===== src/hw/rtl/bptb_queue.sv =====
// Short FIFO between the classifier front end and the stack engine.
// No dependencies.
module bptb_queue #(
  parameter int unsigned W     = 8,
  parameter int unsigned DEPTH = 2
) (
  input  logic         clk_i,
  input  logic         rst_ni,
  input  logic         push_i,
  input  logic [W-1:0] data_i,
  output logic         full_o,
  output logic         valid_o,
  output logic [W-1:0] data_o,
  input  logic         pop_i
);

  localparam int unsigned PtrW = $clog2(DEPTH);
  localparam int unsigned CntW = $clog2(DEPTH + 1);
  localparam logic [PtrW-1:0] LastPtr = PtrW'(DEPTH - 1);
  localparam logic [CntW-1:0] Full    = CntW'(DEPTH);

  logic [W-1:0]    mem_q [DEPTH];
  logic [PtrW-1:0] wptr_q, wptr_d, rptr_q, rptr_d;
  logic [CntW-1:0] cnt_q, cnt_d;

  assign full_o  = (cnt_q == Full);
  assign valid_o = (cnt_q != '0);
  assign data_o  = mem_q[rptr_q];

  always_comb begin
    wptr_d = wptr_q;
    rptr_d = rptr_q;
    cnt_d  = cnt_q;
    if (push_i) begin
      wptr_d = (wptr_q == LastPtr) ? '0 : wptr_q + 1'b1;
    end
    if (pop_i) begin
      rptr_d = (rptr_q == LastPtr) ? '0 : rptr_q + 1'b1;
    end
    if (push_i && !pop_i) begin
      cnt_d = cnt_q + 1'b1;
    end else if (!push_i && pop_i) begin
      cnt_d = cnt_q - 1'b1;
    end
  end

  always_ff @(posedge clk_i or negedge rst_ni) begin
    if (!rst_ni) begin
      wptr_q <= '0;
      rptr_q <= '0;
      cnt_q  <= '0;
    end else begin
      wptr_q <= wptr_d;
      rptr_q <= rptr_d;
      cnt_q  <= cnt_d;
    end
  end

  always_ff @(posedge clk_i) begin
    if (push_i) begin
      mem_q[wptr_q] <= data_i;
    end
  end

endmodule


===== config.mk =====
export PLATFORM = sky130hd
export DESIGN_NAME = bptb_queue
export DESIGN_NICKNAME = d
export VERILOG_FILES = /design/src/hw/rtl/bptb_queue.sv
export SDC_FILE = /design/constraint.sdc
export NUM_CORES = 1
export LEC_CHECK = 0
export BUFFER_PORTS_ARGS = -buffer_cell sky130_fd_sc_hd__buf_2
export CAP_MARGIN = 5
export CORE_MARGIN = 2
export CORE_UTILIZATION = 31
export DETAILED_ROUTE_END_ITERATION = 8
export PLACE_DENSITY = 0.5
export REMOVE_ABC_BUFFERS = 1
export SYNTH_ARGS = -nofsm -noshare
export SYNTH_HDL_FRONTEND = slang
export SYNTH_SLANG_ARGS = --single-unit

===== constraint.sdc =====
create_clock -name clk_i -period 1.77 [get_ports clk_i]
set_clock_uncertainty 0.1 [all_clocks]
set_input_delay 0.177 -clock clk_i [delete_from_list [all_inputs] [get_ports clk_i]]
set_output_delay 0.177 -clock clk_i [all_outputs]
set_load 0.005 [all_outputs]

==> out/results.txt <==
outcome = complete, no violations
CP Capture Type = primary output
total power = 1.31 mW
die height = 53.9 um
Clk Tree Root Cell = clkbuf_4
DR WL/cell = 10.8 um
Max-slew headroom = 73.5%
depth of the CTS H-tree = 1
Min-Delay Path Class = in2async
RSZ-0062 raised after global routing = no
mux contribution to synthesized area = 11.7%
initial core utilization = 32.1%
die area = 0.00291 mm^2
critical path arrival = 1390 ps
Rows = 18
Crit Path Max Fanout = 9
total leakage power = 0.431 nW
Routability Congestion = 0.677
CTS tree = built
vias per inst = 3.97
P per Cell Area = 1240 mW/mm^2
Mapped Cells = 41
post-synthesis adder-cell area fraction = 1.62%
vias in the first global route = 412
f_max = 0.599 GHz
Sequential cell area = 581 um^2
crit start category = flop
DR iter-0 viols = 8
Worst-Margin Slew = 397 ps
Congestion Overflow GR = 0
post-route minimum period = 1670 ps
Post-route DRC = 0
Filler Cells Inserted = 215
Post-CTS Repair Setup Buffers = 0
simple-gate portion of the synthesized area = 4.05%
maximum vdd ir drop = 0.612 mV
Post-Synthesis Cell Area = 773 um^2
Setup Viol. Count Final = 0
vias post-DR = 429
GRT Total Usage = 8.93%
global-route wire length before repair = 1760 um
post-route ant nets = 0
core area = 0.00241 mm^2
Mapped Avg Cell Area = 18.9 um^2
total CTS buffers = 3
die width = 53.9 um
Yosys top cell area share = 62.1%
clock sinks = 20
Worst-path clk slew = 110 ps
Required @ worst endpoint = 1490 ps
initial antenna violation count = 0
Unique masters post-synth = 13
final hold vios = 0
synthesized flop and latch total = 20
post-synthesis xor/xnor area fraction = 5.66%
Clk Latency, worst-skew pair = 280 ps
Port Buffers = 21
largest family of logic cells by synthesized area = multiplexers
Final period util = 94.3%
CTS Buffer Depth = 2
register area share after synthesis = 75.1%
# diodes = 0
max-cap violations = 0
Area growth syn-to-layout = 36.6%
Multi-input gate area = 178 um^2
Nets = 92
total wire length = 1170 um
layout cell share with drive strength beyond 1 = 46.2%
post-DP HPWL = 816 um
largest net degree at the start of global routing = 12
area leader, netlist = edfxtp_1
post-synthesis compound-gate area fraction = 0%
top post-synthesis cells by area = edfxtp_1, dfrtp_1, mux2_2
first drt pass iteration count = 2
num ports = 22
Setup Crit Path Kind = reg2out
Final Max Slew Viols = 0
TNS Setup = 0 ps
Syn. warnings = 0
[cell families after synthesis]
group / after synthesis
flip-flops: 20
multiplexers: 8
XOR/XNOR: 5
AND/OR/NAND/NOR: 5
buffers and inverters: 2
adder cells (fa/ha/maj): 1
[where the power goes]
group	switching, mW	internal [mW]
Sequential	0.0852	0.639
Combinational	0.140	0.240
Clock	0.125	0.0819
Total	0.351	0.961
[cells in the mapped netlist]
cell type  instances
or2_2              1
buf_6              1
ha_1               1
xor2_1             4
nor2_1             1
inv_1              1
nor2b_1            1
and2_1             1
dfrtp_1            4
xnor2_1            1
edfxtp_1          16
and2b_2            1
mux2_2             8
[layout by cell type (no fill, tap or decap)]
cell	instances
dlygate4sd3_1	11
ha_1	1
mux2_2	8
dfrtp_1	4
buf_2	21
or2_2	1
inv_1	1
nor2b_1	1
clkinv_1	1
edfxtp_1	16
xnor2_1	1
xor2_1	4
and2b_2	1
nor2_1	1
buf_4	2
clkbuf_4	3
and2_1	1
[final timing paths]
kind / start / end / slack (ps) / depth (start not counted)
worst max-delay path: rptr_q$_DFFE_PN0P_ / data_o[1] / 100 / 2
worst min-delay path: rst_ni / cnt_q[1]$_DFFE_PN0P_ / 100 / 2
worst max register to register: wptr_q$_DFFE_PN0P_ / mem_q[1][5]$_DFFE_PP_ / 580 / 1
worst min register to register: wptr_q$_DFFE_PN0P_ / wptr_q$_DFFE_PN0P_ / 390 / 1
max in group asynchronous: rst_ni / wptr_q$_DFFE_PN0P_ / 1340 / 2
min in group clk_i: wptr_q$_DFFE_PN0P_ / wptr_q$_DFFE_PN0P_ / 390 / 1
[critical path, cell delays in order (launching register included)]
cell     delay [ps]
dfrtp_1         590
mux2_2          380
buf_2           120
[routing by layer]
metal | vias up | part of all wire (%) | GRT usage, %
met3 | 0 | 5.9 | 2.50
met5 | - | 0 | 0
met1 | 197 | 44 | 10.4
met2 | 12 | 50 | 15.2
li1 | 220 | - | -
met4 | 0 | 0 | 3.85
[sequential cells by signal (all words and copies together), names as in the netlist]
signal  flops
cnt_q       2
mem_q      16
rptr_q      1
wptr_q      1
[per-stage QoR]
stage / instance area (um^2) / worst slack (ps) / std cells / hold WS (ps) / utilization (%)
after CTS: 1060 / 72.9 / 108 / 93.9 / 43.8
after detailed placement: 920 / 415 / 93 / -109 / 38.2
after floorplan: 762 / 508 / 40 / -219 / -
after global placement: 920 / 423 / 93 / -108 / 38.2
final: 1060 / 102 / 108 / 104 / 43.8
after global routing: 1060 / 27.1 / 108 / 108 / 43.8
[repair_timing]
item / 4_1_cts / 5_1_grt
endpoints found under the hold margin: 22 / 0
gates resized for setup: 0 / 0
hold buffers: 11 / 0
[cell type report]
cell class                 instances  share of cell area, %
tap                               30                   3.55
clock inverter                     1                  0.355
inverter                           1                  0.355
clock buffer                       3                   2.13
sequential                        20                   55.0
multi-input combinational         19                   16.8
timing repair buffer              34                   21.8
Note: power is estimated with default switching activity, not from simulation.
