`src/hw/rtl/bptb_pkg.sv`:
```
// Bracket pair table builder: shared types, constants and the symbol classifier.
// No dependencies.
package bptb_pkg;

  localparam int unsigned MaxLenDef     = 4096;
  localparam int unsigned QueueDepthDef = 2;
  localparam int unsigned NumClasses    = 30;
  localparam int unsigned ClsW          = 5;
  localparam int unsigned EnW           = 5;
  localparam int unsigned BufDepth      = 4;
  localparam int unsigned BufPtrW       = 2;
  localparam int unsigned BufCntW       = 3;

  localparam logic [EnW-1:0] EnableReset = 5'd1;

  localparam int unsigned EnRound  = 0;
  localparam int unsigned EnAngle  = 1;
  localparam int unsigned EnCurly  = 2;
  localparam int unsigned EnSquare = 3;
  localparam int unsigned EnLetter = 4;

  localparam logic [ClsW-1:0] ClsRound   = 5'd0;
  localparam logic [ClsW-1:0] ClsAngle   = 5'd1;
  localparam logic [ClsW-1:0] ClsCurly   = 5'd2;
  localparam logic [ClsW-1:0] ClsSquare  = 5'd3;
  localparam logic [ClsW-1:0] ClsLetter0 = 5'd4;

  localparam logic [7:0] ChRoundOpen   = 8'h28;
  localparam logic [7:0] ChRoundClose  = 8'h29;
  localparam logic [7:0] ChAngleOpen   = 8'h3C;
  localparam logic [7:0] ChAngleClose  = 8'h3E;
  localparam logic [7:0] ChCurlyOpen   = 8'h7B;
  localparam logic [7:0] ChCurlyClose  = 8'h7D;
  localparam logic [7:0] ChSquareOpen  = 8'h5B;
  localparam logic [7:0] ChSquareClose = 8'h5D;
  localparam logic [7:0] ChUpperFirst  = 8'd65;
  localparam logic [7:0] ChUpperEnd    = 8'd91;
  localparam logic [7:0] ChCaseGap     = 8'd32;

  localparam logic KindPair   = 1'b0;
  localparam logic KindStatus = 1'b1;

  typedef enum logic [1:0] {
    OP_NONE,
    OP_PUSH,
    OP_POP
  } op_e;

  typedef enum logic [1:0] {
    ST_OK,
    ST_UNMATCHED,
    ST_UNCLOSED,
    ST_TOO_LONG
  } status_e;

  typedef struct packed {
    logic            hit;
    logic            opens;
    logic [ClsW-1:0] cls;
  } cls_t;

  typedef struct packed {
    op_e             op;
    logic [ClsW-1:0] cls;
    logic            fin;
    logic            too_long;
  } ctl_t;

  function automatic cls_t classify(logic [7:0] sym, logic [EnW-1:0] en);
    cls_t r;
    logic [7:0] lo_first;
    logic [7:0] lo_end;
    r        = '0;
    lo_first = ChUpperFirst + ChCaseGap;
    lo_end   = ChUpperEnd + ChCaseGap;
    unique case (sym)
      ChRoundOpen: begin
        r.hit = en[EnRound]; r.opens = 1'b1; r.cls = ClsRound;
      end
      ChRoundClose: begin
        r.hit = en[EnRound]; r.cls = ClsRound;
      end
      ChAngleOpen: begin
        r.hit = en[EnAngle]; r.opens = 1'b1; r.cls = ClsAngle;
      end
      ChAngleClose: begin
        r.hit = en[EnAngle]; r.cls = ClsAngle;
      end
      ChCurlyOpen: begin
        r.hit = en[EnCurly]; r.opens = 1'b1; r.cls = ClsCurly;
      end
      ChCurlyClose: begin
        r.hit = en[EnCurly]; r.cls = ClsCurly;
      end
      ChSquareOpen: begin
        r.hit = en[EnSquare]; r.opens = 1'b1; r.cls = ClsSquare;
      end
      ChSquareClose: begin
        r.hit = en[EnSquare]; r.cls = ClsSquare;
      end
      default: begin
        if (en[EnLetter] && sym >= ChUpperFirst && sym < ChUpperEnd) begin
          r.hit   = 1'b1;
          r.opens = 1'b1;
          r.cls   = ClsW'(sym - ChUpperFirst) + ClsLetter0;
        end else if (en[EnLetter] && sym >= lo_first && sym < lo_end) begin
          r.hit = 1'b1;
          r.cls = ClsW'(sym - lo_first) + ClsLetter0;
        end
      end
    endcase
    return r;
  endfunction

endpackage

```
`src/hw/rtl/bptb_front.sv`:
```
// Front end: input handshake, position counter, class enable register, symbol classifier.
// Depends on bptb_pkg.
module bptb_front #(
  parameter int unsigned MAX_LEN = 4096,
  parameter int unsigned POS_W   = 13
) (
  input  logic                      clk_i,
  input  logic                      rst_ni,
  input  logic                      cfg_valid_i,
  output logic                      cfg_ready_o,
  input  logic [bptb_pkg::EnW-1:0]  class_enable_i,
  input  logic                      in_valid_i,
  output logic                      in_stall_o,
  input  logic [7:0]                symbol_i,
  input  logic                      last_symbol_i,
  input  logic                      q_full_i,
  output logic                      q_push_o,
  output bptb_pkg::ctl_t            q_ctl_o,
  output logic [POS_W-1:0]          q_pos_o
);

  import bptb_pkg::*;

  localparam logic [POS_W-1:0] MaxPos = POS_W'(MAX_LEN);

  logic [EnW-1:0]   en_q;
  logic [POS_W-1:0] pos_q, pos_d, pos_inc;
  logic             accept;
  cls_t             cls;

  assign cfg_ready_o = 1'b1;
  assign in_stall_o  = q_full_i;
  assign accept      = in_valid_i && !q_full_i;
  assign q_push_o    = accept;
  assign q_pos_o     = pos_inc;

  always_comb begin
    pos_inc          = (pos_q <= MaxPos) ? pos_q + 1'b1 : pos_q;
    cls              = classify(symbol_i, en_q);
    q_ctl_o.cls      = cls.cls;
    q_ctl_o.fin      = last_symbol_i;
    q_ctl_o.too_long = (pos_inc > MaxPos);
    q_ctl_o.op       = OP_NONE;
    if (cls.hit && !q_ctl_o.too_long) begin
      q_ctl_o.op = cls.opens ? OP_PUSH : OP_POP;
    end
    pos_d = pos_q;
    if (accept) begin
      pos_d = last_symbol_i ? '0 : pos_inc;
    end
  end

  always_ff @(posedge clk_i or negedge rst_ni) begin
    if (!rst_ni) begin
      pos_q <= '0;
      en_q  <= EnableReset;
    end else begin
      pos_q <= pos_d;
      if (cfg_valid_i && cfg_ready_o) begin
        en_q <= class_enable_i;
      end
    end
  end

endmodule

```
`config.mk`:
```
export PLATFORM = sky130hd
export DESIGN_NAME = bptb_front
export DESIGN_NICKNAME = d
export VERILOG_FILES = /design/src/hw/rtl/bptb_pkg.sv /design/src/hw/rtl/bptb_front.sv
export SDC_FILE = /design/constraint.sdc
export NUM_CORES = 1
export LEC_CHECK = 0
export ABC_AREA = 0
export ABC_CLOCK_PERIOD_IN_PS = 4500
export BUFFER_PORTS_ARGS = -buffer_cell sky130_fd_sc_hd__buf_2
export CAP_MARGIN = 10
export CORE_MARGIN = 1.5
export CORE_UTILIZATION = 57
export CTS_CLUSTER_DIAMETER = 150
export DETAILED_ROUTE_END_ITERATION = 7
export PLACE_DENSITY_LB_ADDON = 0.2
export SYNTH_ARGS = -nofsm -noshare
export SYNTH_HDL_FRONTEND = slang
export SYNTH_SLANG_ARGS = --single-unit
```
`constraint.sdc`:
```
create_clock -name clk_i -period 4.5 [get_ports clk_i]
set_clock_uncertainty 0.2 [all_clocks]
set_input_delay 0.45 -clock clk_i [delete_from_list [all_inputs] [get_ports clk_i]]
set_output_delay 0.45 -clock clk_i [all_outputs]
set_load 0.02 [all_outputs]
```
==> impl_results.md <==
* Initial antenna violation count at 0
* TritonCTS clock tree: yes
* Sw Share at 32.69%
* Worst r2r src: pos_q[6]$_DFFE_PN0P_
* Worst setup SP type: flip-flop
* Finished Core Util at 66.22%
* Vias per cell at 5.874
* Post-synth EDFFs at 0
* All-Layer GR Usage at 23.75%
* Residual DRC at 0
* Setup TNS at 0 ns
* Drt total wl at 3669 µm
* Crit end category: output port
* Sink Count at 18
* Die Span X at 56.61 µm
* ANT cells at 0
* Hold/Removal Path Class: primary input to flip-flop
* Worst skew pair latency at 0.29 ns
* Maxcap violations at 0
* Worst VDD drop at 0.2102 mV
* Footprint of the multi-input gates at 0.001033 mm²
* Critical Path RT at 3.85 ns
* Setup CP Type: flip-flop to output port
* PwrDens at 217.2 mW/mm²
* Top_reg_cell synth: dfrtp_1
* Gate power share at 28.2%
* Post-synthesis net count at 220
* Design internal power at 0.2647 mW
* Yosys warning total at 0
* Clock transition at path regs at 0.10 ns
* Area occupied by registers at 451.7 µm²
* Final min period at 3.251 ns
* Post-detail-place hpwl at 2775 µm
* Register area share after synthesis at 27.58%
* CP max stage cell: dfrtp_1
* Fillers at 237
* Fin. max-slew vios at 0
* Die Ht at 56.61 µm
* Run status: finished, final reports clean
* Hold Startpoint: class_enable_i[1]
* Drt wl/cell at 14.44 µm
* Crit share post-route at 72.25%
* Vias at 1492
* RSZ-0062 raised after global routing: no
* DRT Pass-1 Iters at 4
* Avg Cell Area, Syn at 8.442 µm²
* CTS root buf: clkbuf_4
* Post-CTS Setup Bufs at 0
* DRT iter0 DRCs at 98
* Cell taking the most area after synthesis: dfrtp_1
* Critical path peak fanout at 7
* GR Overflow Total at 0
* Post-route ant nets at 0
* CP Buf/Inv Count at 1
* Async S/R FF share, synth at 100.0%
* Crit path DAT at 2.60 ns
* Sequential share of power at 46.2%
* Post-layout nets at 250
* Highest clock rate at 307.6 MHz
* Final hold violation count at 0
* Net Sw Power at 0.1285 mW
* Synth Cell Area at 0.001638 mm²
* Die area at 0.003204 mm²
* CTS max path bufs at 2
* Largest stage delay, worst path at 0.45 ns
* First-pass GRT wire length at 6078 µm
* Setup violations, final at 0
* Largest net degree at the start of global routing at 19
* Distinct cells, synth at 52
* CTS Buf Count at 3
* Lkg Pwr at 0.9153 nW
* GP Congestion at 0.9214
* Mapped Cells at 194
* Slew margin rel. at 48.98%
* Vias in the first global route at 1299
* Clock Power Share at 25.5%
* Number of port buffers at 42
* Yosys reg bits at 18
* Area Overhead vs Synth at 10.54%
* Final instance area at 0.001810 mm²
* Num ports at 44
* CP top delay family: simple AND/OR/NAND/NOR gates
* Starting density of the core at 59.91%
* Synth top area cells: dfrtp_1, o21ai_0, nand2_1, ha_1, xnor2_1
* Cell area after placement at 0.001764 mm²
* Critical Path Source: pos_q[0]$_DFFE_PN0P_
* Core area at 0.002734 mm²
* Crit-path cells: ha_1, and3b_1, nand4_2, xor2_2, o311ai_1, o41ai_2, and3_1, buf_2
* FP Rows at 19
* H-tree levels at 1
* Share of cells above drive strength 1 at 28.25%
* Worst-Margin Slew at 0.7625 ns
* Share of the synthesized area in the top cell type at 25.97%
-- layout by cell type, fill, tap and decap left out, types with 3 or more instances in the layout --
master    Yosys  layout
buf_2         5      42
nand2_1      27      27
o21ai_0      23      23
dfrtp_1      17      17
nor2_1       12      12
xnor2_1       9       9
inv_1         8       8
xor2_1        8       8
ha_1          7       7
mux2_2        5       5
nor3b_1       4       4
nor3_1        4       4
and3_1        4       4
nand3_2       3       3
nand2b_1      3       3
a21oi_1       3       3
a22o_1        3       3
clkbuf_4      0       3
-- cell type report --
cell class	count	area share, %
well taps	31	2.142
inverters	8	1.659
multi-input cells	150	57.08
flip-flops and latches	18	24.95
repair buffers	43	12.16
clock buffers	4	2.004
-- cell usage after synthesis (2+ instances only) --
master	number
mux2_2	5
nand2_1	27
nand3_2	3
and3_1	4
a21oi_1	3
nor2_1	12
buf_4	5
o31ai_1	2
nand2b_1	3
buf_2	5
dfrtp_1	17
xnor2_1	9
a2bb2oi_1	2
nor3b_1	4
a22o_1	3
clkbuf_1	4
inv_1	8
nor4_1	2
a31oi_1	2
o21ai_0	23
xor2_1	8
ha_1	7
nor3_1	4
buf_6	4
-- kinds of logic after synthesis --
logic type,count (synthesis),synth area share [%]
AND/OR/NAND/NOR,71,23.38
AO/OA/AOI/OAI,47,20.02
buffers and inverters,26,9.320
XOR/XNOR,18,10.08
flip-flops,18,27.58
adder cells (fa/ha/maj),7,5.347
multiplexers,6,4.049
other,1,0.2290
-- per-stage QoR --
step / std cells / hold WS, ns / total power [mW] / worst slack (ns)
final: 254 / 0.1842 / 0.3932 / 1.249
after detailed placement: 249 / 0.2108 / 0.2951 / 1.600
after global placement: 249 / 0.2063 / 0.2910 / 1.760
after CTS: 254 / 0.1720 / 0.3978 / 1.259
after global routing: 254 / 0.1695 / 0.4178 / 1.040
after floorplan: 194 / -0.04559 / 0.2603 / 1.801
-- what timing repair did --
| item | 4_1_cts | 5_1_grt |
|---|---|---|
| hold buffers | 1 | 0 |
| resized for setup | 0 | 0 |
| endpoints found under the hold margin | 17 | 0 |
-- final timing paths --
check	endpoint	slack [ns]	cells past startpoint
max	q_ctl_o[8]	1.25	8
min	en_q[1]$_DFFE_PN0P_	0.18	2
max reg2reg	pos_q[2]$_DFFE_PN0P_	2.37	6
min reg2reg	en_q[1]$_DFFE_PN0P_	0.31	1
max in group asynchronous	en_q[0]$_DFFE_PN1P_	3.37	2
min in group asynchronous	pos_q[11]$_DFFE_PN0P_	0.40	2
-- registers in the layout, indices dropped and copies added (netlist names) --
name   cells
en_q       5
pos_q     13
-- routing by layer --
layer  wire [µm]  up-vias  global-route usage [%]
li1            -      734                       -
met1        1750      685                   34.78
met2        1625       67                   36.38
met3         239        6                   2.765
met4          53        0                   7.483
met5           0        -                       0
-- power groups by stage --
stage | Sequential (mW) | Clock [mW] | Combinational, mW
global route | 0.183 | 0.112 | 0.123
floorplan | 0.180 | 0 | 0.0801
global placement | 0.184 | 0 | 0.107
detailed placement | 0.185 | 0 | 0.110
CTS | 0.182 | 0.105 | 0.111
finish | 0.182 | 0.100 | 0.111
No activity file was read; power rests on OpenSTA's default activity.
